`src/hw/rtl/slx_pkg.sv`:
```
package slx_pkg;

    // Input item: one script byte or the end-of-input marker
    typedef struct packed {
        logic [7:0] byte_req;
        logic       end_of_input;
    } in_t;

    // Result item: one token, one identifier character or one error
    typedef struct packed {
        logic [2:0]         token_kind;
        logic [7:0]         sym_char;
        logic signed [31:0] value;
        logic               ident_first;
        logic               ident_last;
        logic [2:0]         error_code;
        logic               run_last;
    } out_t;

    // Queue status seen by the top level
    typedef struct packed {
        logic [2:0] level;
        logic       room;
    } q_stat_t;

    // Token kinds
    localparam logic [2:0] KIND_SYMBOL = 3'd0;
    localparam logic [2:0] KIND_CONST  = 3'd1;
    localparam logic [2:0] KIND_SEMI   = 3'd2;
    localparam logic [2:0] KIND_OPEN   = 3'd3;
    localparam logic [2:0] KIND_CLOSE  = 3'd4;
    localparam logic [2:0] KIND_IDENT  = 3'd5;
    localparam logic [2:0] KIND_END    = 3'd6;
    localparam logic [2:0] KIND_ERROR  = 3'd7;

    // Error codes
    localparam logic [2:0] ERR_NONE       = 3'd0;
    localparam logic [2:0] ERR_PROHIBITED = 3'd1;
    localparam logic [2:0] ERR_LETTER     = 3'd2;
    localparam logic [2:0] ERR_NAME_START = 3'd3;
    localparam logic [2:0] ERR_OVERFLOW   = 3'd4;

    // Lexer modes
    localparam logic [2:0] MODE_IDLE  = 3'd0;
    localparam logic [2:0] MODE_SIGN  = 3'd1;
    localparam logic [2:0] MODE_NUM   = 3'd2;
    localparam logic [2:0] MODE_IDENT = 3'd3;
    localparam logic [2:0] MODE_ERROR = 3'd4;

    // Character codes with a role of their own
    localparam logic [7:0] CH_PLUS  = 8'd43;
    localparam logic [7:0] CH_MINUS = 8'd45;
    localparam logic [7:0] CH_SEMI  = 8'd59;
    localparam logic [7:0] CH_OPEN  = 8'd91;
    localparam logic [7:0] CH_CLOSE = 8'd93;
    localparam logic [7:0] CH_UNDER = 8'd95;

    localparam logic [34:0] MAG_MAX = 35'd2147483647;

    localparam out_t RES_NONE = '0;

endpackage

```
`src/hw/rtl/slx_step.sv`:
```
module slx_step (
    input  logic          clk,
    input  logic          rst_n,
    input  logic          fire,
    input  slx_pkg::in_t  item,
    output slx_pkg::out_t res0,
    output slx_pkg::out_t res1,
    output logic [1:0]    n_res
);

    logic [2:0]  mode_reg, mode_next;
    logic [30:0] mag_reg, mag_next;
    logic        neg_reg, neg_next;
    logic [7:0]  held_reg, held_next;
    logic        first_reg, first_next;

    logic [7:0]  c;
    logic [3:0]  dig;
    logic        c_digit, c_alpha, c_space, c_prohib, c_symbol;
    logic [34:0] prod;
    logic [31:0] const_val;

    // Idle-mode handling of the current byte
    logic          idle_emit;
    slx_pkg::out_t idle_res;
    logic [2:0]    idle_mode;
    logic          idle_neg;
    logic [30:0]   idle_mag;
    logic [7:0]    idle_held;
    logic          idle_first;

    slx_pkg::out_t r0, r1;
    logic [1:0]    n;

    // Classify the byte
    always_comb
    begin
        c        = item.byte_req;
        dig      = c[3:0];
        c_digit  = (c >= 8'd48) && (c <= 8'd57);
        c_alpha  = ((c >= 8'd65) && (c <= 8'd90)) || ((c >= 8'd97) && (c <= 8'd122));
        c_space  = (c == 8'd32) || ((c >= 8'd9) && (c <= 8'd13));
        c_prohib = 1'b0;
        c_symbol = 1'b0;
        unique case (c)
            8'd36, 8'd35, 8'd37, 8'd39, 8'd34, 8'd63, 8'd64, 8'd92:
                c_prohib = 1'b1;
            8'd33, 8'd38, 8'd40, 8'd41, 8'd42, 8'd43, 8'd44, 8'd45, 8'd46, 8'd47,
            8'd58, 8'd59, 8'd60, 8'd61, 8'd62, 8'd91, 8'd93, 8'd94, 8'd123,
            8'd124, 8'd125, 8'd126:
                c_symbol = 1'b1;
            default:
                c_symbol = 1'b0;
        endcase
    end

    // Accumulate one decimal digit: times ten by two shifts
    always_comb
    begin
        prod      = ({4'd0, mag_reg} << 3) + ({4'd0, mag_reg} << 1) + {31'd0, dig};
        const_val = neg_reg ? (32'd0 - {1'b0, mag_reg}) : {1'b0, mag_reg};
    end

    // Start a token from idle
    always_comb
    begin
        idle_emit  = 1'b0;
        idle_res   = slx_pkg::RES_NONE;
        idle_mode  = slx_pkg::MODE_IDLE;
        idle_neg   = neg_reg;
        idle_mag   = mag_reg;
        idle_held  = held_reg;
        idle_first = first_reg;
        priority if (c_space)
        begin
            idle_mode = slx_pkg::MODE_IDLE;
        end
        else if (c_prohib)
        begin
            idle_emit           = 1'b1;
            idle_res.token_kind = slx_pkg::KIND_ERROR;
            idle_res.error_code = slx_pkg::ERR_PROHIBITED;
            idle_mode           = slx_pkg::MODE_ERROR;
        end
        else if (c_symbol)
        begin
            priority if ((c == slx_pkg::CH_PLUS) || (c == slx_pkg::CH_MINUS))
            begin
                idle_mode = slx_pkg::MODE_SIGN;
                idle_neg  = (c == slx_pkg::CH_MINUS);
            end
            else if (c == slx_pkg::CH_SEMI)
            begin
                idle_emit           = 1'b1;
                idle_res.token_kind = slx_pkg::KIND_SEMI;
            end
            else if (c == slx_pkg::CH_OPEN)
            begin
                idle_emit           = 1'b1;
                idle_res.token_kind = slx_pkg::KIND_OPEN;
            end
            else if (c == slx_pkg::CH_CLOSE)
            begin
                idle_emit           = 1'b1;
                idle_res.token_kind = slx_pkg::KIND_CLOSE;
            end
            else
            begin
                idle_emit           = 1'b1;
                idle_res.token_kind = slx_pkg::KIND_SYMBOL;
                idle_res.sym_char   = c;
            end
        end
        else if (c_digit)
        begin
            idle_mode = slx_pkg::MODE_NUM;
            idle_neg  = 1'b0;
            idle_mag  = {27'd0, dig};
        end
        else if (c_alpha || (c == slx_pkg::CH_UNDER))
        begin
            idle_mode  = slx_pkg::MODE_IDENT;
            idle_held  = c;
            idle_first = 1'b1;
        end
        else
        begin
            idle_emit           = 1'b1;
            idle_res.token_kind = slx_pkg::KIND_ERROR;
            idle_res.error_code = slx_pkg::ERR_NAME_START;
            idle_mode           = slx_pkg::MODE_ERROR;
        end
    end

    // Step the lexer on one item
    always_comb
    begin
        mode_next  = mode_reg;
        mag_next   = mag_reg;
        neg_next   = neg_reg;
        held_next  = held_reg;
        first_next = first_reg;
        r0         = slx_pkg::RES_NONE;
        r1         = slx_pkg::RES_NONE;
        n          = 2'd0;

        if (item.end_of_input)
        begin
            // Flush the pending token, then close the script
            r1.token_kind = slx_pkg::KIND_END;
            unique case (mode_reg)
                slx_pkg::MODE_SIGN:
                begin
                    r0.token_kind = slx_pkg::KIND_SYMBOL;
                    r0.sym_char   = neg_reg ? slx_pkg::CH_MINUS : slx_pkg::CH_PLUS;
                    n             = 2'd2;
                end
                slx_pkg::MODE_NUM:
                begin
                    r0.token_kind = slx_pkg::KIND_CONST;
                    r0.value      = const_val;
                    n             = 2'd2;
                end
                slx_pkg::MODE_IDENT:
                begin
                    r0.token_kind  = slx_pkg::KIND_IDENT;
                    r0.sym_char    = held_reg;
                    r0.ident_first = first_reg;
                    r0.ident_last  = 1'b1;
                    n              = 2'd2;
                end
                default:
                begin
                    r0 = r1;
                    n  = 2'd1;
                end
            endcase
            mode_next  = slx_pkg::MODE_IDLE;
            mag_next   = '0;
            neg_next   = 1'b0;
            held_next  = '0;
            first_next = 1'b0;
        end
        else
        begin
            unique case (mode_reg)
                slx_pkg::MODE_ERROR:
                begin
                    n = 2'd0;
                end
                slx_pkg::MODE_SIGN:
                begin
                    if (c_digit)
                    begin
                        mode_next = slx_pkg::MODE_NUM;
                        mag_next  = {27'd0, dig};
                    end
                    else
                    begin
                        r0.token_kind = slx_pkg::KIND_SYMBOL;
                        r0.sym_char   = neg_reg ? slx_pkg::CH_MINUS : slx_pkg::CH_PLUS;
                        r1            = idle_res;
                        n             = idle_emit ? 2'd2 : 2'd1;
                        mode_next     = idle_mode;
                        mag_next      = idle_mag;
                        neg_next      = idle_neg;
                        held_next     = idle_held;
                        first_next    = idle_first;
                    end
                end
                slx_pkg::MODE_NUM:
                begin
                    priority if (c_digit)
                    begin
                        if (prod > slx_pkg::MAG_MAX)
                        begin
                            r0.token_kind = slx_pkg::KIND_ERROR;
                            r0.error_code = slx_pkg::ERR_OVERFLOW;
                            n             = 2'd1;
                            mode_next     = slx_pkg::MODE_ERROR;
                        end
                        else
                        begin
                            mag_next = prod[30:0];
                        end
                    end
                    else if (c_alpha)
                    begin
                        r0.token_kind = slx_pkg::KIND_ERROR;
                        r0.error_code = slx_pkg::ERR_LETTER;
                        n             = 2'd1;
                        mode_next     = slx_pkg::MODE_ERROR;
                    end
                    else
                    begin
                        r0.token_kind = slx_pkg::KIND_CONST;
                        r0.value      = const_val;
                        r1            = idle_res;
                        n             = idle_emit ? 2'd2 : 2'd1;
                        mode_next     = idle_mode;
                        mag_next      = idle_mag;
                        neg_next      = idle_neg;
                        held_next     = idle_held;
                        first_next    = idle_first;
                    end
                end
                slx_pkg::MODE_IDENT:
                begin
                    r0.token_kind  = slx_pkg::KIND_IDENT;
                    r0.sym_char    = held_reg;
                    r0.ident_first = first_reg;
                    if (c_alpha || c_digit || (c == slx_pkg::CH_UNDER))
                    begin
                        n          = 2'd1;
                        held_next  = c;
                        first_next = 1'b0;
                    end
                    else
                    begin
                        r0.ident_last = 1'b1;
                        r1            = idle_res;
                        n             = idle_emit ? 2'd2 : 2'd1;
                        mode_next     = idle_mode;
                        mag_next      = idle_mag;
                        neg_next      = idle_neg;
                        held_next     = idle_held;
                        first_next    = idle_first;
                    end
                end
                default:
                begin
                    r0         = idle_res;
                    n          = idle_emit ? 2'd1 : 2'd0;
                    mode_next  = idle_mode;
                    mag_next   = idle_mag;
                    neg_next   = idle_neg;
                    held_next  = idle_held;
                    first_next = idle_first;
                end
            endcase
        end

        // Mark the last result of this item
        if (n == 2'd2)
        begin
            r1.run_last = 1'b1;
        end
        else
        begin
            r0.run_last = 1'b1;
        end
    end

    assign res0  = r0;
    assign res1  = r1;
    assign n_res = n;

    // Hold lexer state; advance on each stepped item
    always_ff @(posedge clk or negedge rst_n)
    begin
        if (!rst_n)
        begin
            mode_reg  <= slx_pkg::MODE_IDLE;
            mag_reg   <= '0;
            neg_reg   <= 1'b0;
            held_reg  <= '0;
            first_reg <= 1'b0;
        end
        else if (fire)
        begin
            mode_reg  <= mode_next;
            mag_reg   <= mag_next;
            neg_reg   <= neg_next;
            held_reg  <= held_next;
            first_reg <= first_next;
        end
    end

endmodule

```
`src/hw/rtl/slx_outq.sv`:
```
module slx_outq (
    input  logic             clk,
    input  logic             rst_n,
    input  logic             push,
    input  logic [1:0]       push_n,
    input  slx_pkg::out_t    din0,
    input  slx_pkg::out_t    din1,
    input  logic             pop,
    output logic             dout_valid,
    output slx_pkg::out_t    dout,
    output slx_pkg::q_stat_t stat
);

    slx_pkg::out_t entry_reg [4];
    logic [1:0]    wr_reg, wr_next;
    logic [1:0]    rd_reg, rd_next;
    logic [2:0]    level_reg, level_next;
    logic [1:0]    wr_plus1;
    logic [2:0]    add_n;

    // Advance pointers and fill level
    always_comb
    begin
        wr_plus1   = wr_reg + 2'd1;
        add_n      = push ? {1'b0, push_n} : 3'd0;
        wr_next    = wr_reg + add_n[1:0];
        rd_next    = pop ? (rd_reg + 2'd1) : rd_reg;
        level_next = level_reg + add_n - {2'd0, pop};
    end

    always_ff @(posedge clk or negedge rst_n)
    begin
        if (!rst_n)
        begin
            wr_reg    <= '0;
            rd_reg    <= '0;
            level_reg <= '0;
        end
        else
        begin
            wr_reg    <= wr_next;
            rd_reg    <= rd_next;
            level_reg <= level_next;
        end
    end

    // Write up to two results per cycle
    always_ff @(posedge clk)
    begin
        if (push && (push_n != 2'd0))
        begin
            entry_reg[wr_reg] <= din0;
        end
        if (push && (push_n == 2'd2))
        begin
            entry_reg[wr_plus1] <= din1;
        end
    end

    assign dout_valid = (level_reg != 3'd0);
    assign dout       = entry_reg[rd_reg];
    assign stat.level = level_reg;
    assign stat.room  = (level_reg <= 3'd2);

endmodule

```
`src/hw/rtl/script_lexer.sv`:
```
// Streaming tokenizer for script text. One byte (or the end-of-input marker)
// is taken per transfer on the item channel, and tokens leave on the token
// channel, one result per transfer, each with run_last set on the last result
// an item causes. An item is registered, stepped through the lexer once the
// result queue has room, and its results are written to a four-entry result
// queue, from which the token channel is fed. The block
// takes one item per cycle while each item yields at most one result and the
// queue keeps room; an item that yields two (a token ended by a byte that
// starts another, or end of input with a token pending) fills two queue
// entries, and the queue absorbs them, so the sustained rate is one result
// per cycle while the token receiver does not stall. The lexer steps only
// when the queue has room for two results, which is what stalls the item
// channel. Identifier characters come out one byte late, because each one
// is held until the next byte decides its last mark. After an error the block
// drops every byte until the end-of-input item.
module script_lexer (
    input  logic          clk,
    input  logic          rst_n,
    input  logic          item_valid,
    output logic          item_stall,
    input  slx_pkg::in_t  item,
    output logic          token_valid,
    input  logic          token_stall,
    output slx_pkg::out_t token
);

    logic             in_valid_reg, in_valid_next;
    slx_pkg::in_t     in_data_reg;
    logic             fire;
    logic             item_take;
    slx_pkg::out_t    res0, res1;
    logic [1:0]       n_res;
    slx_pkg::q_stat_t q_stat;
    logic             token_take;

    // Step the registered item when the queue can take two results
    assign fire       = in_valid_reg && q_stat.room;
    assign item_stall = in_valid_reg && !q_stat.room;
    assign item_take  = item_valid && !item_stall;
    assign token_take = token_valid && !token_stall;

    always_comb
    begin
        priority if (item_take)
        begin
            in_valid_next = 1'b1;
        end
        else if (fire)
        begin
            in_valid_next = 1'b0;
        end
        else
        begin
            in_valid_next = in_valid_reg;
        end
    end

    always_ff @(posedge clk or negedge rst_n)
    begin
        if (!rst_n)
        begin
            in_valid_reg <= 1'b0;
        end
        else
        begin
            in_valid_reg <= in_valid_next;
        end
    end

    // Hold the input payload
    always_ff @(posedge clk)
    begin
        if (item_take)
        begin
            in_data_reg <= item;
        end
    end

    slx_step u_step (
        .clk   (clk),
        .rst_n (rst_n),
        .fire  (fire),
        .item  (in_data_reg),
        .res0  (res0),
        .res1  (res1),
        .n_res (n_res)
    );

    slx_outq u_outq (
        .clk        (clk),
        .rst_n      (rst_n),
        .push       (fire),
        .push_n     (n_res),
        .din0       (res0),
        .din1       (res1),
        .pop        (token_take),
        .dout_valid (token_valid),
        .dout       (token),
        .stat       (q_stat)
    );

    // Never step into a queue without room for two results
    a_room: assert property (@(posedge clk) disable iff (!rst_n)
        fire |-> (q_stat.level <= 3'd2))
        else $error("lexer stepped with result queue too full");

    // A stalled item always sits in the input register
    a_stall: assert property (@(posedge clk) disable iff (!rst_n)
        item_stall |-> in_valid_reg)
        else $error("item stall without a held item");

    // A step that yields results makes a token visible next cycle
    a_emit: assert property (@(posedge clk) disable iff (!rst_n)
        (fire && (n_res != 2'd0)) |=> token_valid)
        else $error("results of a step were lost");

    // The end token always closes its item's results
    a_end_last: assert property (@(posedge clk) disable iff (!rst_n)
        (token_valid && (token.token_kind == slx_pkg::KIND_END)) |-> token.run_last)
        else $error("end token without run_last");

endmodule

```
`config.mk`:
```
export PLATFORM = sky130hd
export DESIGN_NAME = script_lexer
export DESIGN_NICKNAME = d
export VERILOG_FILES = /design/src/hw/rtl/slx_pkg.sv /design/src/hw/rtl/slx_step.sv /design/src/hw/rtl/slx_outq.sv /design/src/hw/rtl/script_lexer.sv
export SDC_FILE = /design/constraint.sdc
export NUM_CORES = 1
export LEC_CHECK = 0
export BUFFER_PORTS_ARGS = -buffer_cell sky130_fd_sc_hd__buf_2
export CAP_MARGIN = 20
export CORE_ASPECT_RATIO = 1.1
export CORE_MARGIN = 2
export CORE_UTILIZATION = 30
export CTS_CLUSTER_DIAMETER = 80
export DETAILED_ROUTE_END_ITERATION = 10
export GPL_TIMING_DRIVEN = 0
export PLACE_DENSITY = 0.46
export SYNTH_ARGS = -nofsm -noshare
export SYNTH_HDL_FRONTEND = slang
export SYNTH_SLANG_ARGS = --single-unit
```
`constraint.sdc`:
```
create_clock -name clk -period 4.9 [get_ports clk]
set_input_delay 0.98 -clock clk [delete_from_list [all_inputs] [get_ports clk]]
set_output_delay 0.98 -clock clk [all_outputs]
set_load 0.02 [all_outputs]
```
* Yosys cells after proc, flatten, opt, wreduce, memory -nomap -nowiden
Memory sizes are Yosys's and may differ from the RTL's.
Cells that the tools add are included.
** Word-level totals
- Output and inout bits :: 51
- Bits of input ports :: 13
- Memories kept :: 1
- Logic and storage cells :: 238
- RAM bits :: 196
- Bits in registers :: 61
** Cells by class
- Reduce and logical (&&, ||, !) cells :: 31
- Equal/unequal tests :: 45
- Add/sub/neg operators :: 8
- Mux-type cells :: 132
- Order comparisons :: 10
** Memory list
- u_outq.entry_reg :: depth 4, bits a word 49, read ports 1, clocked after memory_dff 0, write ports 2, line slx_outq.sv:14 : slx_pkg::out_t entry_reg [4];
** Operator list (number)
- $mux W31 :: 10
- $mux W49 :: 5
- $eq A8 B6 Y1 const B :: 22
- $mux W32 :: 5
- $pmux W49 S3 :: 1
- $mux W8 :: 16
- $pmux W31 S4 :: 1
- $mux W3 :: 29
- $eq A8 B7 Y1 const B :: 10
- $mux W46 :: 1
- $mux W1 :: 40
- $add A34 B32 Y35 :: 1
- $add A35 B4 Y35 :: 1
- $gt A35 B31 Y1 const B :: 1
- $pmux W8 S4 :: 1
- $sub A1 B31 Y32 const A :: 1
- $mux W2 :: 12
- $pmux W3 S4 :: 2
- $pmux W8 S3 :: 1
- $mux W11 :: 2
- $reduce_or A22 Y1 :: 1
- $ge A8 B7 Y1 const B :: 2
- $le A8 B7 Y1 const B :: 2
- $pmux W8 S2 :: 1
- other kinds (32) :: 58

* Depth between registers and ports, before layout
- Word-level depth :: 18
- Depth in mapped cells :: 19
- Mapped depth without buffers :: 18

* Cells and area by module
A second synthesis with hierarchy kept.
** Second synthesis, totals
- Cells, all modules :: 1405
- Area total of the unflattened synthesis :: 16930.0 µm²
** Modules (own cells, without submodules)
- slx_outq :: area each 9831.9 µm², sequential area each 6060.8 µm², instances 1, cells each 521
- slx_step :: area each 6757.7 µm², sequential area each 1101.1 µm², instances 1, cells each 868
- script_lexer :: area each 340.3 µm², sequential area each 295.3 µm², instances 1, cells each 16

* Least setup slack after synthesis
No wires, ideal clock.
- Path kind :: reg-to-reg
- Start point :: register in_data_reg[4] (netlist bit)
- End point :: memory u_outq.entry_reg[3][0] (netlist bit) (enable)
- Library setup time :: 0.349 ns
- Period minus slack after synthesis :: 4.160 ns
- Path buffers :: 2
- Stages on the path, launching flop included :: 16
- Slack :: 0.740 ns
- Data required time :: 4.551 ns
- Arrival time :: 3.811 ns
- Cells stage by stage :: edfxtp_1 > clkbuf_1 > inv_1 > fa_1 > inv_1 > ha_1 > a211oi_1 > o211ai_2 > nand3_1 > a2111oi_4 > nor2_2 > a311oi_2 > nand4_1 > nand3b_1 > clkbuf_1 > nand2_1
** RTL lines
- from (decl) :: line script_lexer.sv:28 : slx_pkg::in_t in_data_reg;
- from (signal assigned) :: line script_lexer.sv:75 : in_data_reg <= item;
- to (decl) :: line slx_outq.sv:14

* Worst setup path after layout
- Start point :: register in_data_reg[4] (netlist bit)
- End point :: register u_outq.level_reg[2]
** Between the ends
- Word-level cells in the longest chain between the ends :: 17
- Elaborated cells on any way between the ends :: 74
- Classes of those cells :: add/sub: 3; order compare: 9; eq/ne: 32; mux: 18; reduce/logical: 12
** Ends and longest elaborated chain
- branches (longest 12 deep; another with $add A35 B4 Y35)
- $pmux W2 S4 (*) :: line slx_step.sv:186 : unique case (mode_reg)
- $mux W2 (*) :: line slx_step.sv:147 : if (item.end_of_input)
- $mux W2 (*) :: line slx_outq.sv:25 : add_n = push ? {1'b0, push_n} : 3'd0;
- $add A3 B3 Y3 (*) :: line slx_outq.sv:28 : level_next = level_reg + add_n - {2'd0, pop};
- $sub A3 B1 Y3 (*) :: line slx_outq.sv:28
- net u_outq.level_next[2] :: line slx_outq.sv:17 : logic [2:0] level_reg, level_next;
- to (signal assigned) :: line slx_outq.sv:43 : level_reg <= level_next;
- to (decl) :: line slx_outq.sv:17
Mark *: on every way through the listed nets, which the timed path passes.
A chain may end at the register's enable or synchronous reset.

==> out/results.txt <==
grt total ovfl = 0
Syn Std Cell Area = 15300 um^2
Warnings, synthesis = 0
Max-cap violations = 0
post-detail-place hpwl = 35.5 mm
power share of the combinational group = 0.363
Root Driver = clkbuf_16
Iter 0 DRT Violations = 832
power share of the clock group = 0.314
fin crit period = 4.61 ns
Pint = 0.00495 W
Final Util = 0.354
port bufs = 63
initial core utilization = 0.305
asr flop ratio synth = 0.202
Slew Viols, Final = 0
EDFF count, synth = 65
sequential element share of the synthesized area = 0.395
Final Wtd Congestion = 0.864
via count = 12414
Leakage = 7.74 nW
Avg Vias per Cell = 5.24
Critical Path Slowest Stage Cell = fa_1
Layout Skew = 0.0184 ns
sequential share of power = 0.322
layout overhead on the synthesized area = 16.2%
post-synth cell types = 93
vias in the first global route = 12676
worst vdd ir = 0.322 mV
max reg flops = 196
Tot Pwr = 0.00794 W
Critical Path RT = 5.33 ns
final hold violation count = 0
cell taking the most area after synthesis = dfxtp_1
DR WL/cell = 20.6 um
final critical-path share of the clock period = 0.940
power density cells = 446 nW/um^2
layout cell share with drive strength beyond 1 = 0.173
first-pass GRT wire length = 75.6 mm
Critical Path End Type = flip-flop
final setup fails = 0
clk slew on worst S/H paths = 0.06 ns
H-tree Lvls = 2
CP peak stage delay = 0.47 ns
Clock Latency Late Sink = 0.55 ns
most frequent cell on the critical path = fa_1
Routed WL = 48.9 mm
TritonCTS clock tree = built
TritonCTS buffer count = 35
largest net degree at the start of global routing = 36
Hold Crit Class = in2async
critical path type = reg2reg
top cell type's share of synthesized area = 0.183
Crit Path Max Fanout = 9
number of iterations in the first detailed-routing pass = 5
CP Cell Sequence = inv_1 -> fa_1 -> fa_1 -> nand2b_1 -> a21oi_2 -> o21ai_0 -> a21oi_1 -> or4b_1 -> o211ai_1 -> buf_4 -> buf_4 -> nand3_4 -> o21ai_0 -> a21oi_2 -> ha_1 -> inv_1 -> fa_1 -> xor2_1 -> xnor2_1
Clock Tree Buf Depth = 3
Max Clk Rate = 217 MHz
nets@finish = 1764
Seq cells post-synth = 257
CORE AREA = 50300 um^2
Global Route Usage Sum = 0.188
CP Launch Type = flip-flop
RSZ-0062 raised after global routing = false
ranking of synthesized cells by area = dfxtp_1 18%, edfxtp_1 13%, mux2i_1 9.4%
initial antenna violation count = 2
ys flop type = dfxtp_1
syn_nets = 1652
Arrival @ worst endpoint = 5.03 ns
number of cell rows = 86
Synth Instances = 1570
Top Ports = 64
Synth Area per Inst = 9.75 um^2
post-cts hold buffer count = 0
number of clock sinks = 257
Die X = 219 um
# fillers = 5116
sw frac = 0.377
Slew HR = 0.309
DRC viols = 0
Die ar. = 52900 um^2
pin slew with the least headroom to its limit = 1.03 ns
status = finished clean
post-route ant nets = 0
Die Y = 241 um
Net Sw Power = 0.00299 W
## stage by stage
stage          instances  TNS (ns)  setup slack, ns  cell area, um^2  hold slack [ns]
2_1_floorplan       1570         0            0.740            15300            0.435
3_3_place_gp        2293    -47.45           -0.947            16500            0.442
3_5_place_dp        2294    -54.53           -0.995            16500            0.452
4_1_cts             2361         0           0.0105            17700            0.423
5_1_grt             2367         0           0.0415            17800            0.447
6_report            2369         0            0.294            17800            0.420
## worst paths after layout
kind,from,endpoint,slack [ns],cells past startpoint
worst max register to register,in_data_reg[4],u_outq.level_reg[2],0.29,19
max in group asynchronous,rst_n,u_step.mag_reg[23],3.86,2
worst max-delay path,in_data_reg[4],u_outq.level_reg[2],0.29,19
worst min-delay path,rst_n,u_step.mode_reg[0],0.42,1
min in group clk,u_outq.entry_reg[3][31],u_outq.entry_reg[3][31],0.46,2
worst min register to register,u_outq.entry_reg[3][31],u_outq.entry_reg[3][31],0.46,2
## cell families (layout without fill, tap and decap cells)
group | Yosys count | in the layout | synth area share
other | 0 | 2 | 0
AOI/OAI and AO/OA | 312 | 312 | 0.144
and+or+nand+nor | 540 | 540 | 0.160
buffers and inverters | 144 | 281 | 0.0453
adders and majority gates | 69 | 69 | 0.0578
xor gates and xnor gates | 54 | 54 | 0.0309
muxes | 194 | 194 | 0.167
DFF | 257 | 257 | 0.395
## cells in the final DEF (no fill, tap or decap), types with 7 or more instances in the layout
master | netlist | routed
mux2i_1 | 144 | 144
nand4_1 | 11 | 11
o21ai_0 | 60 | 59
a22o_2 | 19 | 19
a21o_1 | 14 | 14
dfrtp_1 | 52 | 51
buf_4 | 6 | 17
clkbuf_1 | 41 | 47
nand3_1 | 26 | 24
nand2b_1 | 32 | 32
dfxtp_1 | 140 | 140
nor2b_1 | 8 | 8
or3_1 | 12 | 12
a22o_1 | 16 | 16
xnor2_1 | 16 | 16
nor3_1 | 15 | 15
o211ai_1 | 8 | 8
nor2_1 | 82 | 82
o31ai_1 | 14 | 14
a21oi_1 | 59 | 57
ha_1 | 66 | 66
clkbuf_16 | 0 | 37
a22oi_1 | 10 | 10
edfxtp_1 | 65 | 65
inv_1 | 37 | 37
buf_6 | 7 | 7
o21a_1 | 7 | 7
o22ai_1 | 42 | 42
buf_2 | 40 | 100
xor2_1 | 38 | 38
mux4_2 | 49 | 49
nand2_1 | 310 | 306
buf_1 | 9 | 9
## routing by layer
metal / vias up / track usage / share of wire
li1: 5947 / - / -
met1: 6101 / 0.245 / 0.45
met2: 281 / 0.310 / 0.47
met3: 85 / 0.0381 / 0.050
met4: 0 / 0.0602 / 0.030
met5: - / 0 / 0
## layout make-up
| class | count | area [um^2] | share of cell area |
|---|---|---|---|
| plain buffers | 106 | 563 | 0.0316 |
| flip-flops and latches | 257 | 6060 | 0.340 |
| well taps | 660 | 826 | 0.0464 |
| clock buffers | 48 | 997 | 0.0560 |
| clock inverters | 14 | 118 | 0.00661 |
| diodes | 2 | 5.00 | 0.000281 |
| inverters | 37 | 139 | 0.00781 |
| repair buffers | 76 | 465 | 0.0262 |
| multi-input cells | 1169 | 8620 | 0.485 |
## cells in the mapped netlist, types with 32 or more instances
library cell / n
ha_1: 66
nand2b_1: 32
o22ai_1: 42
clkbuf_1: 41
nand2_1: 310
nor2_1: 82
edfxtp_1: 65
xor2_1: 38
dfxtp_1: 140
buf_2: 40
inv_1: 37
o21ai_0: 60
dfrtp_1: 52
a21oi_1: 59
mux2i_1: 144
mux4_2: 49
## critical path, delay by kind of cell, from the launching register on
| family | cells | cell delay [ns] |
|---|---|---|
| and+or+nand+nor | 3 | 0.48 |
| xor gates and xnor gates | 2 | 0.31 |
| buffers and inverters | 4 | 0.57 |
| adders and majority gates | 4 | 1.50 |
| AOI/OAI and AO/OA | 6 | 1.18 |
| DFF | 1 | 0.46 |
## power groups by stage
stage	Sequential, W	Combinational, W	Clock (W)
after detailed placement	0.00260	0.00283	0
after floorplan	0.00255	0.00197	0
after global routing	0.00259	0.00312	0.00265
after global placement	0.00260	0.00283	0
after CTS	0.00256	0.00287	0.00256
final	0.00256	0.00288	0.00250
## timing repair
item	4_1_cts	5_1_grt
resized for setup	19	1
endpoints found under the setup margin	224	195
buffers inserted	5	5
hold endpoints to repair	0	0
pin swaps	2	3
(Power assumes the default switching activity.)
